## src/sv/eidst_pkg.sv

```systemverilog
`timescale 1ns / 1ps

package eidst_pkg;

    // Table size
    localparam int ENTITY_COUNT   = 32;
    localparam int COMPONENT_BITS = 32;

    // Widths of the fields on the ports
    localparam int REQ_W    = 3;
    localparam int ENT_W    = 5;
    localparam int COMP_W   = 5;
    localparam int VAL_W    = 32;
    localparam int STATUS_W = 2;
    localparam int LIVE_W   = 6;

    // Internal widths
    localparam int EIDX_W = $clog2(ENTITY_COUNT);
    localparam int CNT_W  = $clog2(ENTITY_COUNT + 1);
    localparam int SIG_W  = COMPONENT_BITS;

    typedef logic [EIDX_W-1:0] eidx_t;
    typedef logic [EIDX_W:0]   scan_t;
    typedef logic [CNT_W-1:0]  cnt_t;
    typedef logic [SIG_W-1:0]  sig_t;

    localparam scan_t SCAN_END  = scan_t'(ENTITY_COUNT);
    localparam cnt_t  CNT_FULL  = cnt_t'(ENTITY_COUNT);
    localparam eidx_t EIDX_LAST = eidx_t'(ENTITY_COUNT - 1);

    // Request codes
    localparam logic [REQ_W-1:0] REQ_CREATE  = REQ_W'(0);
    localparam logic [REQ_W-1:0] REQ_DESTROY = REQ_W'(1);
    localparam logic [REQ_W-1:0] REQ_ADD     = REQ_W'(2);
    localparam logic [REQ_W-1:0] REQ_SET     = REQ_W'(3);
    localparam logic [REQ_W-1:0] REQ_READ    = REQ_W'(4);
    localparam logic [REQ_W-1:0] REQ_QUERY   = REQ_W'(5);

    // Status codes
    localparam logic [STATUS_W-1:0] ST_OK       = STATUS_W'(0);
    localparam logic [STATUS_W-1:0] ST_NO_FREE  = STATUS_W'(1);
    localparam logic [STATUS_W-1:0] ST_ALL_FREE = STATUS_W'(2);

    typedef enum logic [1:0] {
        S_IDLE,
        S_EXEC,
        S_SCAN,
        S_FINAL
    } state_t;

    // Sequencer to free-id queue
    typedef struct packed {
        logic  rd_en;
        logic  pop;
        logic  push;
        eidx_t push_id;
    } fq_ctrl_t;

    // Free-id queue back to sequencer
    typedef struct packed {
        eidx_t head_id;
        cnt_t  free_count;
    } fq_stat_t;

    function automatic eidx_t ring_next(input eidx_t p);
        eidx_t r;
        if (p == EIDX_LAST)
        begin
            r = '0;
        end
        else
        begin
            r = p + eidx_t'(1);
        end
        return r;
    endfunction

endpackage

```

## src/sv/eidst_if.sv

```systemverilog
`timescale 1ns / 1ps

interface eidst_req_if;
    logic                          valid;
    logic                          ready;
    logic [eidst_pkg::REQ_W-1:0]   req_type;
    logic [eidst_pkg::ENT_W-1:0]   entity_id;
    logic [eidst_pkg::COMP_W-1:0]  component_id;
    logic [eidst_pkg::VAL_W-1:0]   signature_value;

    modport source (
        output valid, req_type, entity_id, component_id, signature_value,
        input  ready
    );

    modport sink (
        input  valid, req_type, entity_id, component_id, signature_value,
        output ready
    );
endinterface

interface eidst_rsp_if;
    logic                            valid;
    logic                            ready;
    logic [eidst_pkg::STATUS_W-1:0]  status;
    logic [eidst_pkg::ENT_W-1:0]     result_entity;
    logic                            match_found;
    logic [eidst_pkg::VAL_W-1:0]     signature_out;
    logic [eidst_pkg::LIVE_W-1:0]    living_count;
    logic                            last;

    modport source (
        output valid, status, result_entity, match_found, signature_out,
               living_count, last,
        input  ready
    );

    modport sink (
        input  valid, status, result_entity, match_found, signature_out,
               living_count, last,
        output ready
    );
endinterface

```

## src/sv/eidst_ram.sv

```systemverilog
`timescale 1ns / 1ps

module eidst_ram #(
    parameter int WIDTH = 32,
    parameter int DEPTH = 32
) (
    input  logic                                   clk,
    input  logic                                   we,
    input  logic [(DEPTH > 1 ? $clog2(DEPTH) : 1)-1:0] waddr,
    input  logic [WIDTH-1:0]                       wdata,
    input  logic                                   re,
    input  logic [(DEPTH > 1 ? $clog2(DEPTH) : 1)-1:0] raddr,
    output logic [WIDTH-1:0]                       rdata
);

    logic [WIDTH-1:0] mem [DEPTH];
    logic [WIDTH-1:0] rdata_reg;

    always_ff @(posedge clk)
    begin
        if (we)
        begin
            mem[waddr] <= wdata;
        end
        if (re)
        begin
            rdata_reg <= mem[raddr];
        end
    end

    assign rdata = rdata_reg;

endmodule

```

## src/sv/eidst_freeq.sv

```systemverilog
`timescale 1ns / 1ps

module eidst_freeq (
    input  logic                clk,
    input  logic                rst_n,
    input  eidst_pkg::fq_ctrl_t ctrl,
    output eidst_pkg::fq_stat_t stat
);

    eidst_pkg::eidx_t head_reg;
    eidst_pkg::eidx_t head_next;
    eidst_pkg::eidx_t tail_reg;
    eidst_pkg::eidx_t tail_next;
    eidst_pkg::cnt_t  cnt_reg;
    eidst_pkg::cnt_t  cnt_next;

    // Entry never written still holds its reset id, which equals its index
    logic [eidst_pkg::ENTITY_COUNT-1:0] vld_reg;
    logic                               rd_vld_reg;
    eidst_pkg::eidx_t                   rd_addr_reg;
    eidst_pkg::eidx_t                   ram_q;

    eidst_ram #(
        .WIDTH (eidst_pkg::EIDX_W),
        .DEPTH (eidst_pkg::ENTITY_COUNT)
    ) u_ram (
        .clk   (clk),
        .we    (ctrl.push),
        .waddr (tail_reg),
        .wdata (ctrl.push_id),
        .re    (ctrl.rd_en),
        .raddr (head_reg),
        .rdata (ram_q)
    );

    always_comb
    begin
        head_next = head_reg;
        tail_next = tail_reg;
        cnt_next  = cnt_reg;
        if (ctrl.pop)
        begin
            head_next = eidst_pkg::ring_next(head_reg);
            cnt_next  = cnt_reg - eidst_pkg::cnt_t'(1);
        end
        if (ctrl.push)
        begin
            tail_next = eidst_pkg::ring_next(tail_reg);
            cnt_next  = cnt_reg + eidst_pkg::cnt_t'(1);
        end
    end

    always_ff @(posedge clk or negedge rst_n)
    begin
        if (!rst_n)
        begin
            head_reg    <= '0;
            tail_reg    <= '0;
            cnt_reg     <= eidst_pkg::CNT_FULL;
            vld_reg     <= '0;
            rd_vld_reg  <= 1'b0;
            rd_addr_reg <= '0;
        end
        else
        begin
            head_reg <= head_next;
            tail_reg <= tail_next;
            cnt_reg  <= cnt_next;
            if (ctrl.push)
            begin
                vld_reg[tail_reg] <= 1'b1;
            end
            if (ctrl.rd_en)
            begin
                rd_vld_reg  <= vld_reg[head_reg];
                rd_addr_reg <= head_reg;
            end
        end
    end

    assign stat.head_id    = rd_vld_reg ? ram_q : rd_addr_reg;
    assign stat.free_count = cnt_reg;

    a_no_pop_empty: assert property (@(posedge clk) disable iff (!rst_n)
        ctrl.pop |-> (cnt_reg != '0))
        else $error("pop from empty free-id queue");

    a_no_push_full: assert property (@(posedge clk) disable iff (!rst_n)
        ctrl.push |-> (cnt_reg != eidst_pkg::CNT_FULL))
        else $error("push into full free-id queue");

    a_ptr_gap: assert property (@(posedge clk) disable iff (!rst_n)
        (cnt_reg != '0 && cnt_reg != eidst_pkg::CNT_FULL) |-> (head_reg != tail_reg))
        else $error("free-id pointers meet while queue partly full");

endmodule

```

## src/sv/entity_id_allocator_signature_table.sv

```systemverilog
`timescale 1ns / 1ps

// Channel | Dir | Beat fields
// --------+-----+----------------------------------------------------------
// req     | in  | req_type, entity_id, component_id, signature_value
// rsp     | out | status, result_entity, match_found, signature_out,
//         |     | living_count, last
//
// Create, destroy, add, set, read: accept, then execute on the registered
// read of the signature and free-id memories; one rsp beat. Query: one read
// per cycle on the single signature memory read port, except while a new
// hit waits on a held rsp beat; one rsp beat per match, or one without.
// Reset clears all control state at once; per-entry valid bits stand in for
// the cleared signature memory and the initial free-id order, so no sweep.
// A held rsp beat stalls execution only when a new beat must be loaded.

module entity_id_allocator_signature_table (
    input  logic       clk,
    input  logic       rst_n,
    eidst_req_if.sink  req,
    eidst_rsp_if.source rsp
);

    eidst_pkg::state_t state_reg;
    eidst_pkg::state_t state_next;

    // Latched request
    logic [eidst_pkg::REQ_W-1:0]  req_type_reg;
    logic [eidst_pkg::ENT_W-1:0]  ent_reg;
    logic [eidst_pkg::COMP_W-1:0] comp_reg;
    logic [eidst_pkg::VAL_W-1:0]  val_reg;

    eidst_pkg::cnt_t  live_reg;
    eidst_pkg::cnt_t  live_next;

    // Query walk
    eidst_pkg::scan_t scan_idx_reg;
    eidst_pkg::scan_t scan_idx_next;
    logic             rd_pend_reg;
    logic             rd_pend_next;
    eidst_pkg::eidx_t rd_idx_reg;
    eidst_pkg::eidx_t rd_idx_next;
    logic             hit_reg;
    logic             hit_next;
    eidst_pkg::eidx_t hit_id_reg;
    eidst_pkg::eidx_t hit_id_next;

    // Signature memory
    logic [eidst_pkg::ENTITY_COUNT-1:0] sig_vld_reg;
    logic                               sig_rd_vld_reg;
    logic                               sig_we;
    eidst_pkg::eidx_t                   sig_waddr;
    eidst_pkg::sig_t                    sig_wdata;
    logic                               sig_re;
    eidst_pkg::eidx_t                   sig_raddr;
    eidst_pkg::sig_t                    sig_q;
    eidst_pkg::sig_t                    sig_rd;

    eidst_pkg::fq_ctrl_t fq_ctrl;
    eidst_pkg::fq_stat_t fq_stat;

    // Output stage
    logic                            out_vld_reg;
    logic                            out_free;
    logic                            out_load;
    logic [eidst_pkg::STATUS_W-1:0]  out_status_reg;
    logic [eidst_pkg::ENT_W-1:0]     out_ent_reg;
    logic                            out_match_reg;
    logic [eidst_pkg::VAL_W-1:0]     out_sig_reg;
    logic [eidst_pkg::LIVE_W-1:0]    out_live_reg;
    logic                            out_last_reg;
    logic [eidst_pkg::STATUS_W-1:0]  out_status_next;
    logic [eidst_pkg::ENT_W-1:0]     out_ent_next;
    logic                            out_match_next;
    logic [eidst_pkg::VAL_W-1:0]     out_sig_next;
    logic [eidst_pkg::LIVE_W-1:0]    out_live_next;
    logic                            out_last_next;

    logic             accept;
    logic             ent_ok;
    logic             comp_ok;
    eidst_pkg::eidx_t ent_idx;
    eidst_pkg::sig_t  comp_mask;
    logic             scan_hit;
    logic             scan_stall;

    eidst_ram #(
        .WIDTH (eidst_pkg::SIG_W),
        .DEPTH (eidst_pkg::ENTITY_COUNT)
    ) u_sig_ram (
        .clk   (clk),
        .we    (sig_we),
        .waddr (sig_waddr),
        .wdata (sig_wdata),
        .re    (sig_re),
        .raddr (sig_raddr),
        .rdata (sig_q)
    );

    eidst_freeq u_freeq (
        .clk   (clk),
        .rst_n (rst_n),
        .ctrl  (fq_ctrl),
        .stat  (fq_stat)
    );

    assign accept    = req.valid && req.ready;
    assign req.ready = (state_reg == eidst_pkg::S_IDLE);
    assign out_free  = !out_vld_reg || rsp.ready;

    assign ent_ok    = (int'(ent_reg) < eidst_pkg::ENTITY_COUNT);
    assign comp_ok   = (int'(comp_reg) < eidst_pkg::COMPONENT_BITS);
    assign ent_idx   = eidst_pkg::eidx_t'(ent_reg);
    assign sig_rd    = sig_rd_vld_reg ? sig_q : '0;

    // Shared bit-select shifter: add sets this bit, query tests it
    assign comp_mask = eidst_pkg::sig_t'(1) << comp_reg;
    assign scan_hit  = rd_pend_reg && ((sig_rd & comp_mask) != '0);
    // a new hit must push out the pending one
    assign scan_stall = scan_hit && hit_reg && !out_free;

    always_comb
    begin
        state_next      = state_reg;
        live_next       = live_reg;
        scan_idx_next   = scan_idx_reg;
        rd_pend_next    = rd_pend_reg;
        rd_idx_next     = rd_idx_reg;
        hit_next        = hit_reg;
        hit_id_next     = hit_id_reg;
        sig_we          = 1'b0;
        sig_waddr       = ent_idx;
        sig_wdata       = '0;
        sig_re          = 1'b0;
        sig_raddr       = eidst_pkg::eidx_t'(req.entity_id);
        fq_ctrl         = '0;
        fq_ctrl.push_id = ent_idx;
        out_load        = 1'b0;
        out_status_next = eidst_pkg::ST_OK;
        out_ent_next    = '0;
        out_match_next  = 1'b0;
        out_sig_next    = '0;
        out_live_next   = eidst_pkg::LIVE_W'(live_reg);
        out_last_next   = 1'b1;

        unique case (state_reg)
            eidst_pkg::S_IDLE:
            begin
                if (accept)
                begin
                    sig_re        = 1'b1;
                    fq_ctrl.rd_en = 1'b1;
                    if (req.req_type == eidst_pkg::REQ_QUERY)
                    begin
                        scan_idx_next = '0;
                        rd_pend_next  = 1'b0;
                        hit_next      = 1'b0;
                        state_next    = eidst_pkg::S_SCAN;
                    end
                    else
                    begin
                        state_next = eidst_pkg::S_EXEC;
                    end
                end
            end

            eidst_pkg::S_EXEC:
            begin
                if (out_free)
                begin
                    out_load   = 1'b1;
                    state_next = eidst_pkg::S_IDLE;
                    unique case (req_type_reg)
                        eidst_pkg::REQ_CREATE:
                        begin
                            if (fq_stat.free_count == '0)
                            begin
                                out_status_next = eidst_pkg::ST_NO_FREE;
                            end
                            else
                            begin
                                out_ent_next = eidst_pkg::ENT_W'(fq_stat.head_id);
                                fq_ctrl.pop  = 1'b1;
                                live_next    = live_reg + eidst_pkg::cnt_t'(1);
                            end
                        end
                        eidst_pkg::REQ_DESTROY:
                        begin
                            if (fq_stat.free_count >= eidst_pkg::CNT_FULL)
                            begin
                                out_status_next = eidst_pkg::ST_ALL_FREE;
                            end
                            else if (ent_ok)
                            begin
                                sig_we       = 1'b1;
                                sig_wdata    = '0;
                                fq_ctrl.push = 1'b1;
                                if (live_reg != '0)
                                begin
                                    live_next = live_reg - eidst_pkg::cnt_t'(1);
                                end
                            end
                        end
                        eidst_pkg::REQ_ADD:
                        begin
                            if (ent_ok && comp_ok)
                            begin
                                sig_we    = 1'b1;
                                sig_wdata = sig_rd | comp_mask;
                            end
                        end
                        eidst_pkg::REQ_SET:
                        begin
                            if (ent_ok)
                            begin
                                sig_we    = 1'b1;
                                sig_wdata = eidst_pkg::sig_t'(val_reg);
                            end
                        end
                        eidst_pkg::REQ_READ:
                        begin
                            if (ent_ok)
                            begin
                                out_sig_next = eidst_pkg::VAL_W'(sig_rd);
                            end
                        end
                        default:
                        begin
                            out_status_next = eidst_pkg::ST_OK;
                        end
                    endcase
                    out_live_next = eidst_pkg::LIVE_W'(live_next);
                end
            end

            eidst_pkg::S_SCAN:
            begin
                sig_raddr = eidst_pkg::eidx_t'(scan_idx_reg);
                if (!scan_stall)
                begin
                    if (scan_idx_reg != eidst_pkg::SCAN_END)
                    begin
                        sig_re        = 1'b1;
                        scan_idx_next = scan_idx_reg + eidst_pkg::scan_t'(1);
                        rd_pend_next  = 1'b1;
                        rd_idx_next   = eidst_pkg::eidx_t'(scan_idx_reg);
                    end
                    else
                    begin
                        rd_pend_next = 1'b0;
                    end
                    if (scan_hit)
                    begin
                        // previous hit is known not to be the final one
                        if (hit_reg)
                        begin
                            out_load       = 1'b1;
                            out_ent_next   = eidst_pkg::ENT_W'(hit_id_reg);
                            out_match_next = 1'b1;
                            out_last_next  = 1'b0;
                        end
                        hit_next    = 1'b1;
                        hit_id_next = rd_idx_reg;
                    end
                    if (scan_idx_reg == eidst_pkg::SCAN_END && !rd_pend_reg)
                    begin
                        state_next = eidst_pkg::S_FINAL;
                    end
                end
            end

            eidst_pkg::S_FINAL:
            begin
                if (out_free)
                begin
                    out_load   = 1'b1;
                    state_next = eidst_pkg::S_IDLE;
                    if (hit_reg)
                    begin
                        out_ent_next   = eidst_pkg::ENT_W'(hit_id_reg);
                        out_match_next = 1'b1;
                    end
                end
            end

            default:
            begin
                state_next = eidst_pkg::S_IDLE;
            end
        endcase
    end

    always_ff @(posedge clk or negedge rst_n)
    begin
        if (!rst_n)
        begin
            state_reg      <= eidst_pkg::S_IDLE;
            live_reg       <= '0;
            scan_idx_reg   <= '0;
            rd_pend_reg    <= 1'b0;
            rd_idx_reg     <= '0;
            hit_reg        <= 1'b0;
            hit_id_reg     <= '0;
            sig_vld_reg    <= '0;
            sig_rd_vld_reg <= 1'b0;
            out_vld_reg    <= 1'b0;
        end
        else
        begin
            state_reg    <= state_next;
            live_reg     <= live_next;
            scan_idx_reg <= scan_idx_next;
            rd_pend_reg  <= rd_pend_next;
            rd_idx_reg   <= rd_idx_next;
            hit_reg      <= hit_next;
            hit_id_reg   <= hit_id_next;
            if (sig_we)
            begin
                sig_vld_reg[sig_waddr] <= 1'b1;
            end
            if (sig_re)
            begin
                sig_rd_vld_reg <= sig_vld_reg[sig_raddr];
            end
            if (out_load)
            begin
                out_vld_reg <= 1'b1;
            end
            else if (rsp.ready)
            begin
                out_vld_reg <= 1'b0;
            end
        end
    end

    always_ff @(posedge clk)
    begin
        if (accept)
        begin
            req_type_reg <= req.req_type;
            ent_reg      <= req.entity_id;
            comp_reg     <= req.component_id;
            val_reg      <= req.signature_value;
        end
        if (out_load)
        begin
            out_status_reg <= out_status_next;
            out_ent_reg    <= out_ent_next;
            out_match_reg  <= out_match_next;
            out_sig_reg    <= out_sig_next;
            out_live_reg   <= out_live_next;
            out_last_reg   <= out_last_next;
        end
    end

    assign rsp.valid         = out_vld_reg;
    assign rsp.status        = out_status_reg;
    assign rsp.result_entity = out_ent_reg;
    assign rsp.match_found   = out_match_reg;
    assign rsp.signature_out = out_sig_reg;
    assign rsp.living_count  = out_live_reg;
    assign rsp.last          = out_last_reg;

    a_id_balance: assert property (@(posedge clk) disable iff (!rst_n)
        ({1'b0, live_reg} + {1'b0, fq_stat.free_count}) ==
        (eidst_pkg::CNT_W + 1)'(eidst_pkg::ENTITY_COUNT))
        else $error("live and free id counts out of balance");

    a_nomatch_last: assert property (@(posedge clk) disable iff (!rst_n)
        (rsp.valid && !rsp.match_found) |-> rsp.last)
        else $error("beat without match is not the final one");

    a_accept_dispatch: assert property (@(posedge clk) disable iff (!rst_n)
        accept |=> (state_reg == eidst_pkg::S_EXEC || state_reg == eidst_pkg::S_SCAN))
        else $error("accepted request not dispatched");

    a_final_drained: assert property (@(posedge clk) disable iff (!rst_n)
        (state_reg == eidst_pkg::S_FINAL) |-> (!rd_pend_reg &&
        scan_idx_reg == eidst_pkg::SCAN_END))
        else $error("query finished with reads outstanding");

endmodule

```

## src/flat_wrapper.sv

```systemverilog
// flat-port wrapper written by rule: the top's interface ports become plain ports
module entity_id_allocator_signature_table_flat 
  (clk, rst_n, req_valid, req_req_type, req_entity_id, req_component_id, req_signature_value, req_ready, rsp_valid, rsp_status, rsp_result_entity, rsp_match_found, rsp_signature_out, rsp_living_count, rsp_last, rsp_ready);
  eidst_req_if req_i ();
  eidst_rsp_if rsp_i ();
  input  logic clk;
  input  logic rst_n;
  input wire logic [$bits(req_i.valid)-1:0] req_valid;
  input wire logic [$bits(req_i.req_type)-1:0] req_req_type;
  input wire logic [$bits(req_i.entity_id)-1:0] req_entity_id;
  input wire logic [$bits(req_i.component_id)-1:0] req_component_id;
  input wire logic [$bits(req_i.signature_value)-1:0] req_signature_value;
  output wire logic [$bits(req_i.ready)-1:0] req_ready;
  output wire logic [$bits(rsp_i.valid)-1:0] rsp_valid;
  output wire logic [$bits(rsp_i.status)-1:0] rsp_status;
  output wire logic [$bits(rsp_i.result_entity)-1:0] rsp_result_entity;
  output wire logic [$bits(rsp_i.match_found)-1:0] rsp_match_found;
  output wire logic [$bits(rsp_i.signature_out)-1:0] rsp_signature_out;
  output wire logic [$bits(rsp_i.living_count)-1:0] rsp_living_count;
  output wire logic [$bits(rsp_i.last)-1:0] rsp_last;
  input wire logic [$bits(rsp_i.ready)-1:0] rsp_ready;
  assign req_i.valid = req_valid;
  assign req_i.req_type = req_req_type;
  assign req_i.entity_id = req_entity_id;
  assign req_i.component_id = req_component_id;
  assign req_i.signature_value = req_signature_value;
  assign req_ready = req_i.ready;
  assign rsp_valid = rsp_i.valid;
  assign rsp_status = rsp_i.status;
  assign rsp_result_entity = rsp_i.result_entity;
  assign rsp_match_found = rsp_i.match_found;
  assign rsp_signature_out = rsp_i.signature_out;
  assign rsp_living_count = rsp_i.living_count;
  assign rsp_last = rsp_i.last;
  assign rsp_i.ready = rsp_ready;
  entity_id_allocator_signature_table u_core (.clk(clk), .rst_n(rst_n), .req(req_i), .rsp(rsp_i));
endmodule
```

## config.mk

```make
export PLATFORM = sky130hd
export DESIGN_NAME = entity_id_allocator_signature_table_flat
export DESIGN_NICKNAME = d
export VERILOG_FILES = /design/src/sv/eidst_pkg.sv /design/src/sv/eidst_if.sv /design/src/sv/eidst_ram.sv /design/src/sv/eidst_freeq.sv /design/src/sv/entity_id_allocator_signature_table.sv /design/src/flat_wrapper.sv
export SDC_FILE = /design/constraint.sdc
export NUM_CORES = 2
export LEC_CHECK = 0
export ABC_AREA = 1
export BUFFER_PORTS_ARGS = -buffer_cell sky130_fd_sc_hd__buf_2
export CAP_MARGIN = 20
export CORE_AREA = 2 2 373 375
export CTS_CLUSTER_SIZE = 10
export DETAILED_ROUTE_END_ITERATION = 6
export DIE_AREA = 0 0 375 377
export PLACE_DENSITY = 0.53
export SLEW_MARGIN = 10
export SYNTH_ARGS = -nofsm -noshare
export SYNTH_HDL_FRONTEND = slang
export SYNTH_SLANG_ARGS = --single-unit
```

## constraint.sdc

```tcl
create_clock -name clk -period 3.7 [get_ports clk]
set_input_delay 0.555 -clock clk [delete_from_list [all_inputs] [get_ports clk]]
set_output_delay 0.555 -clock clk [all_outputs]
set_load 0.02 [all_outputs]
```

==> qor.yml <==
critical_path:
  crit_type: "register to register"
  critical_path_arrival_ps: 3870
  cp-start-kind: "register"
  rrSetupSlack_ps: 310
  reg2reg_from: "u_core.state_reg[0]"
  r2r_cells: 12
  cp.required_ps: 4180
  regToRegEndpoint: "u_core.u_sig_ram.rdata[11]"
  worstSetupEndpointType: "register"
  timing.critical_path.fanout_max: 70
finish:
  antenna_cells: 0
  layout_cell_share_with_drive_strength_beyond_1_pct: 12.84
  area_delta_synth_final_pct: 15.69
  nets: 4801
  final_cell_count_no_fill: 6599
  reg_top3: "u_core.u_sig_ram.mem x1024, u_core.u_freeq.u_ram.mem x160"
  finish.utilization_pct: 48.50
  largest_register_ff_count: 1024
  registers.top_by_ff_count: "u_core.u_sig_ram.mem"
timing:
  fin_ws_ps: 313.7
  timing_worst_slew_pin_value_ps: 920.6
  maxSlewViolCount: 0
  layout_min_cycle_time_ps: 3386
  max_slew_headroom_pct: 38.63
  timing.hold.ws_ps: 48.38
  rsz0062_at_grt: "no"
  finalSetupTns_ps: 0
  setup_viol: 0
  fmaxAchievable_mhz: 295.3
  fin_skew_ps: 20.96
  final_hold_viol_count: 0
  final.period_utilization_pct: 91.52
worst_hold_path:
  timing.hold.worst_endpoint: "u_core.ent_idx[0]"
  hold_path_startpoint: "req_entity_id[0]"
  timing.hold.worst_path_depth: 1
  worst_min_path_class: "input port to register"
logic_synthesis:
  synth_area_leader_cell: "sky130_fd_sc_hd__edfxtp_1"
  synth_seq_cells: 1427
  post_synth_num_cell_types: 51
  synthFlopType: "sky130_fd_sc_hd__edfxtp_1"
  mean_post_synth_cell_area_um2: 12.73
  async_reset_ff_share_pct: 7.989
  post_synthesis_cell_area_um2: 57430
  yosys_warnings: 0
  syn_nets: 4576
  synthesis.instances: 4510
  synth_enable_flop_cells: 1313
  area_fraction_of_the_dominant_cell_type_after_synthesis_pct: 68.66
  synth_sequential_area_ratio_pct: 73.63
  synthTopCellsByArea: "sky130_fd_sc_hd__edfxtp_1, sky130_fd_sc_hd__o21ai_0, sky130_fd_sc_hd__nor2_1"
die:
  chipWidth_um: 375
  num_io_pins: 98
  initial_core_util_pct: 41.92
  die-area_um2: 141400
  floorplan.die.height_um: 377
  design.core.area_um2: 137000
  fp-row-count: 136
routing:
  drt-pass1-iter-count: 6
  post_drt_wl_per_cell_um: 26.44
  route.detailed.drc: 0
  routed_via_density: 5.803
  num_vias: 38291
  count_of_nets_left_with_antenna_violations_after_detail_routing: 0
  detail_route.wirelength_um: 174500
  drt_iter0_markers: 4221
global_route:
  grt_start_max_net_pins: 99
  first_pass_grt_wire_length_um: 254200
  grt_pass1_vias: 36827
  antenna_found_initial: 4
  globalRouteTotalUtil_pct: 24.54
  aggregate_global_routing_overflow: 0
power_and_ir_drop:
  p_comb_share_pct: 22.7
  power_frac_seq_pct: 44.6
  switching_power_mw: 13.98
  power.density_nw_per_um2: 659.7
  static-leakage-power_nw: 23.08
  ir_drop_mv: 0.4401
  p_sw_share_pct: 31.90
  internal_power_mw: 29.85
  share_clk_of_total_power_pct: 32.8
clock_tree:
  htreeDepth: 4
  cts.root.buffer_cell: "sky130_fd_sc_hd__clkbuf_16"
  clkLatencyLatePin_ps: 770
  number_of_clock_sinks: 1427
  clock_buffer_count_from_cts: 164
  cts_post_setup_buffers_inserted: 0
  clock_tree_from_tritoncts: "done"
  clk_path_buf_depth: 3
  clkSlewWorstSetupHoldPaths_ps: 50
placement:
  routabilityCongestion: 0.8882
  placement.setup.worst_slack_ps: 257.5
  io_buffers: 97
  dpl.hpwl_um: 100400
  placed_cells: 6320
run:
  max_cap_violations: 0
outcome:
  run_status: "finished clean"
-- per-stage QoR --
step	cell area (um^2)	power, mW
floorplan	57430	25.46
global placement	61430	29.68
detailed placement	61430	29.68
CTS	66430	44.05
global route	66440	45.67
finish	66440	43.83
-- logic make-up after synthesis --
| group | after synthesis | share of synthesized area (%) |
|---|---|---|
| multiplexers | 1 | 0.01961 |
| AO/OA/AOI/OAI | 1103 | 11.78 |
| adder cells (fa/ha/maj) | 17 | 0.3835 |
| AND/OR/NAND/NOR | 1509 | 10.73 |
| buffers and inverters | 447 | 3.371 |
| flip-flops | 1427 | 73.63 |
| XOR/XNOR | 6 | 0.09151 |
-- routing by layer --
metal	vias to the layer above	routed length, um	GRT usage (%)
met5	-	0	0
met4	0	4114	6.680
met3	239	12420	3.847
met2	1535	80580	38.61
met1	19417	77390	35.48
li1	17100	-	-
-- final cells by class --
| cell class | count | area [um^2] |
|---|---|---|
| Inverter | 151 | 581.8 |
| Clock inverter | 16 | 193.9 |
| Clock buffer | 220 | 4375 |
| Sequential cell | 1427 | 42280 |
| Tap cell | 1794 | 2245 |
| Timing Repair Buffer | 355 | 3196 |
| Multi-Input combinational cell | 2636 | 13560 |
| Fill cell | 11952 | 70550 |
-- worst max-delay path, cell delays in order (launching register included) --
cell                       delay [ps]
sky130_fd_sc_hd__dfrtp_1          410
sky130_fd_sc_hd__inv_2            110
sky130_fd_sc_hd__nand2_2          270
sky130_fd_sc_hd__nand2_4          150
sky130_fd_sc_hd__o21ai_4          130
sky130_fd_sc_hd__inv_8            410
sky130_fd_sc_hd__buf_4            350
sky130_fd_sc_hd__o21ai_0          130
sky130_fd_sc_hd__o221ai_1         220
sky130_fd_sc_hd__nand3_1          140
sky130_fd_sc_hd__nand2_1          120
sky130_fd_sc_hd__nand2_1           50
sky130_fd_sc_hd__nand2_1          470
-- how the worst max path moves through the flow --
stage	depth (start not counted)	slack (ps)	from	end
2_1_floorplan	10	170	rsp_ready	u_core.u_sig_ram.mem[30][0]
3_3_place_gp	12	280	u_core.state_reg[0]	u_core.u_sig_ram.rdata[16]
3_5_place_dp	12	260	u_core.state_reg[0]	u_core.u_sig_ram.rdata[16]
4_1_cts	12	230	u_core.state_reg[0]	u_core.u_sig_ram.rdata[16]
5_1_grt	12	60	u_core.state_reg[0]	u_core.u_sig_ram.rdata[11]
6_report	12	310	u_core.state_reg[0]	u_core.u_sig_ram.rdata[11]
-- cells in the mapped netlist, types with 2 or more instances --
library cell               count
sky130_fd_sc_hd__edfxtp_1   1313
sky130_fd_sc_hd__nor2_1      796
sky130_fd_sc_hd__o21ai_0     628
sky130_fd_sc_hd__nand2_1     411
sky130_fd_sc_hd__o221ai_1    272
sky130_fd_sc_hd__nand3_1     213
sky130_fd_sc_hd__inv_1       141
sky130_fd_sc_hd__buf_2       137
sky130_fd_sc_hd__clkbuf_1    128
sky130_fd_sc_hd__dfrtp_1     113
sky130_fd_sc_hd__o21ai_1      81
sky130_fd_sc_hd__nand4_1      33
sky130_fd_sc_hd__a22oi_1      32
sky130_fd_sc_hd__a21oi_1      30
sky130_fd_sc_hd__o22ai_1      27
sky130_fd_sc_hd__or2_2        26
sky130_fd_sc_hd__ha_1         16
sky130_fd_sc_hd__o211ai_1     16
sky130_fd_sc_hd__buf_1        11
sky130_fd_sc_hd__nor3_1       11
sky130_fd_sc_hd__inv_2         8
sky130_fd_sc_hd__buf_6         7
sky130_fd_sc_hd__clkbuf_2      7
sky130_fd_sc_hd__buf_4         6
sky130_fd_sc_hd__xor2_1        6
sky130_fd_sc_hd__nand2_2       4
sky130_fd_sc_hd__nand3b_1      4
sky130_fd_sc_hd__a31oi_1       3
sky130_fd_sc_hd__or2_1         3
sky130_fd_sc_hd__a221oi_1      2
sky130_fd_sc_hd__nor2_2        2
sky130_fd_sc_hd__nor2_4        2
sky130_fd_sc_hd__o21ai_2       2
sky130_fd_sc_hd__o21ai_4       2
-- cell usage in the layout, fill, tap and decap left out, drive strengths merged, types with 2 or more instances in the layout --
master | Yosys | layout
edfxtp | 1313 | 1313
nor2 | 800 | 800
o21ai | 713 | 713
nand2 | 416 | 416
buf | 161 | 312
o221ai | 272 | 272
clkbuf | 135 | 220
nand3 | 213 | 213
inv | 150 | 155
dfrtp | 113 | 113
dlygate4sd3 | 0 | 43
nand4 | 33 | 33
a22oi | 32 | 32
a21oi | 31 | 31
or2 | 29 | 29
o22ai | 27 | 27
o211ai | 16 | 16
ha | 16 | 16
nor3 | 11 | 11
clkinv | 1 | 11
xor2 | 6 | 6
nand3b | 4 | 4
a31oi | 3 | 3
a221oi | 2 | 2
-- timing repair --
action / in CTS / in global routing
endpoints found under the hold margin: 101 / 0
resized for setup: 0 / 1
endpoints found under the setup margin: 0 / 1
hold buffers: 43 / 0
-- power by group through the flow --
stage / Sequential (mW) / Clock (mW) / Combinational [mW]
after CTS: 19.5 / 14.6 / 9.91
after global routing: 19.6 / 15.2 / 10.9
after floorplan: 19.8 / 0 / 5.70
after global placement: 19.8 / 0 / 9.85
after detailed placement: 19.8 / 0 / 9.85
final: 19.5 / 14.4 / 9.93
Power figures use the tool's default switching activity.
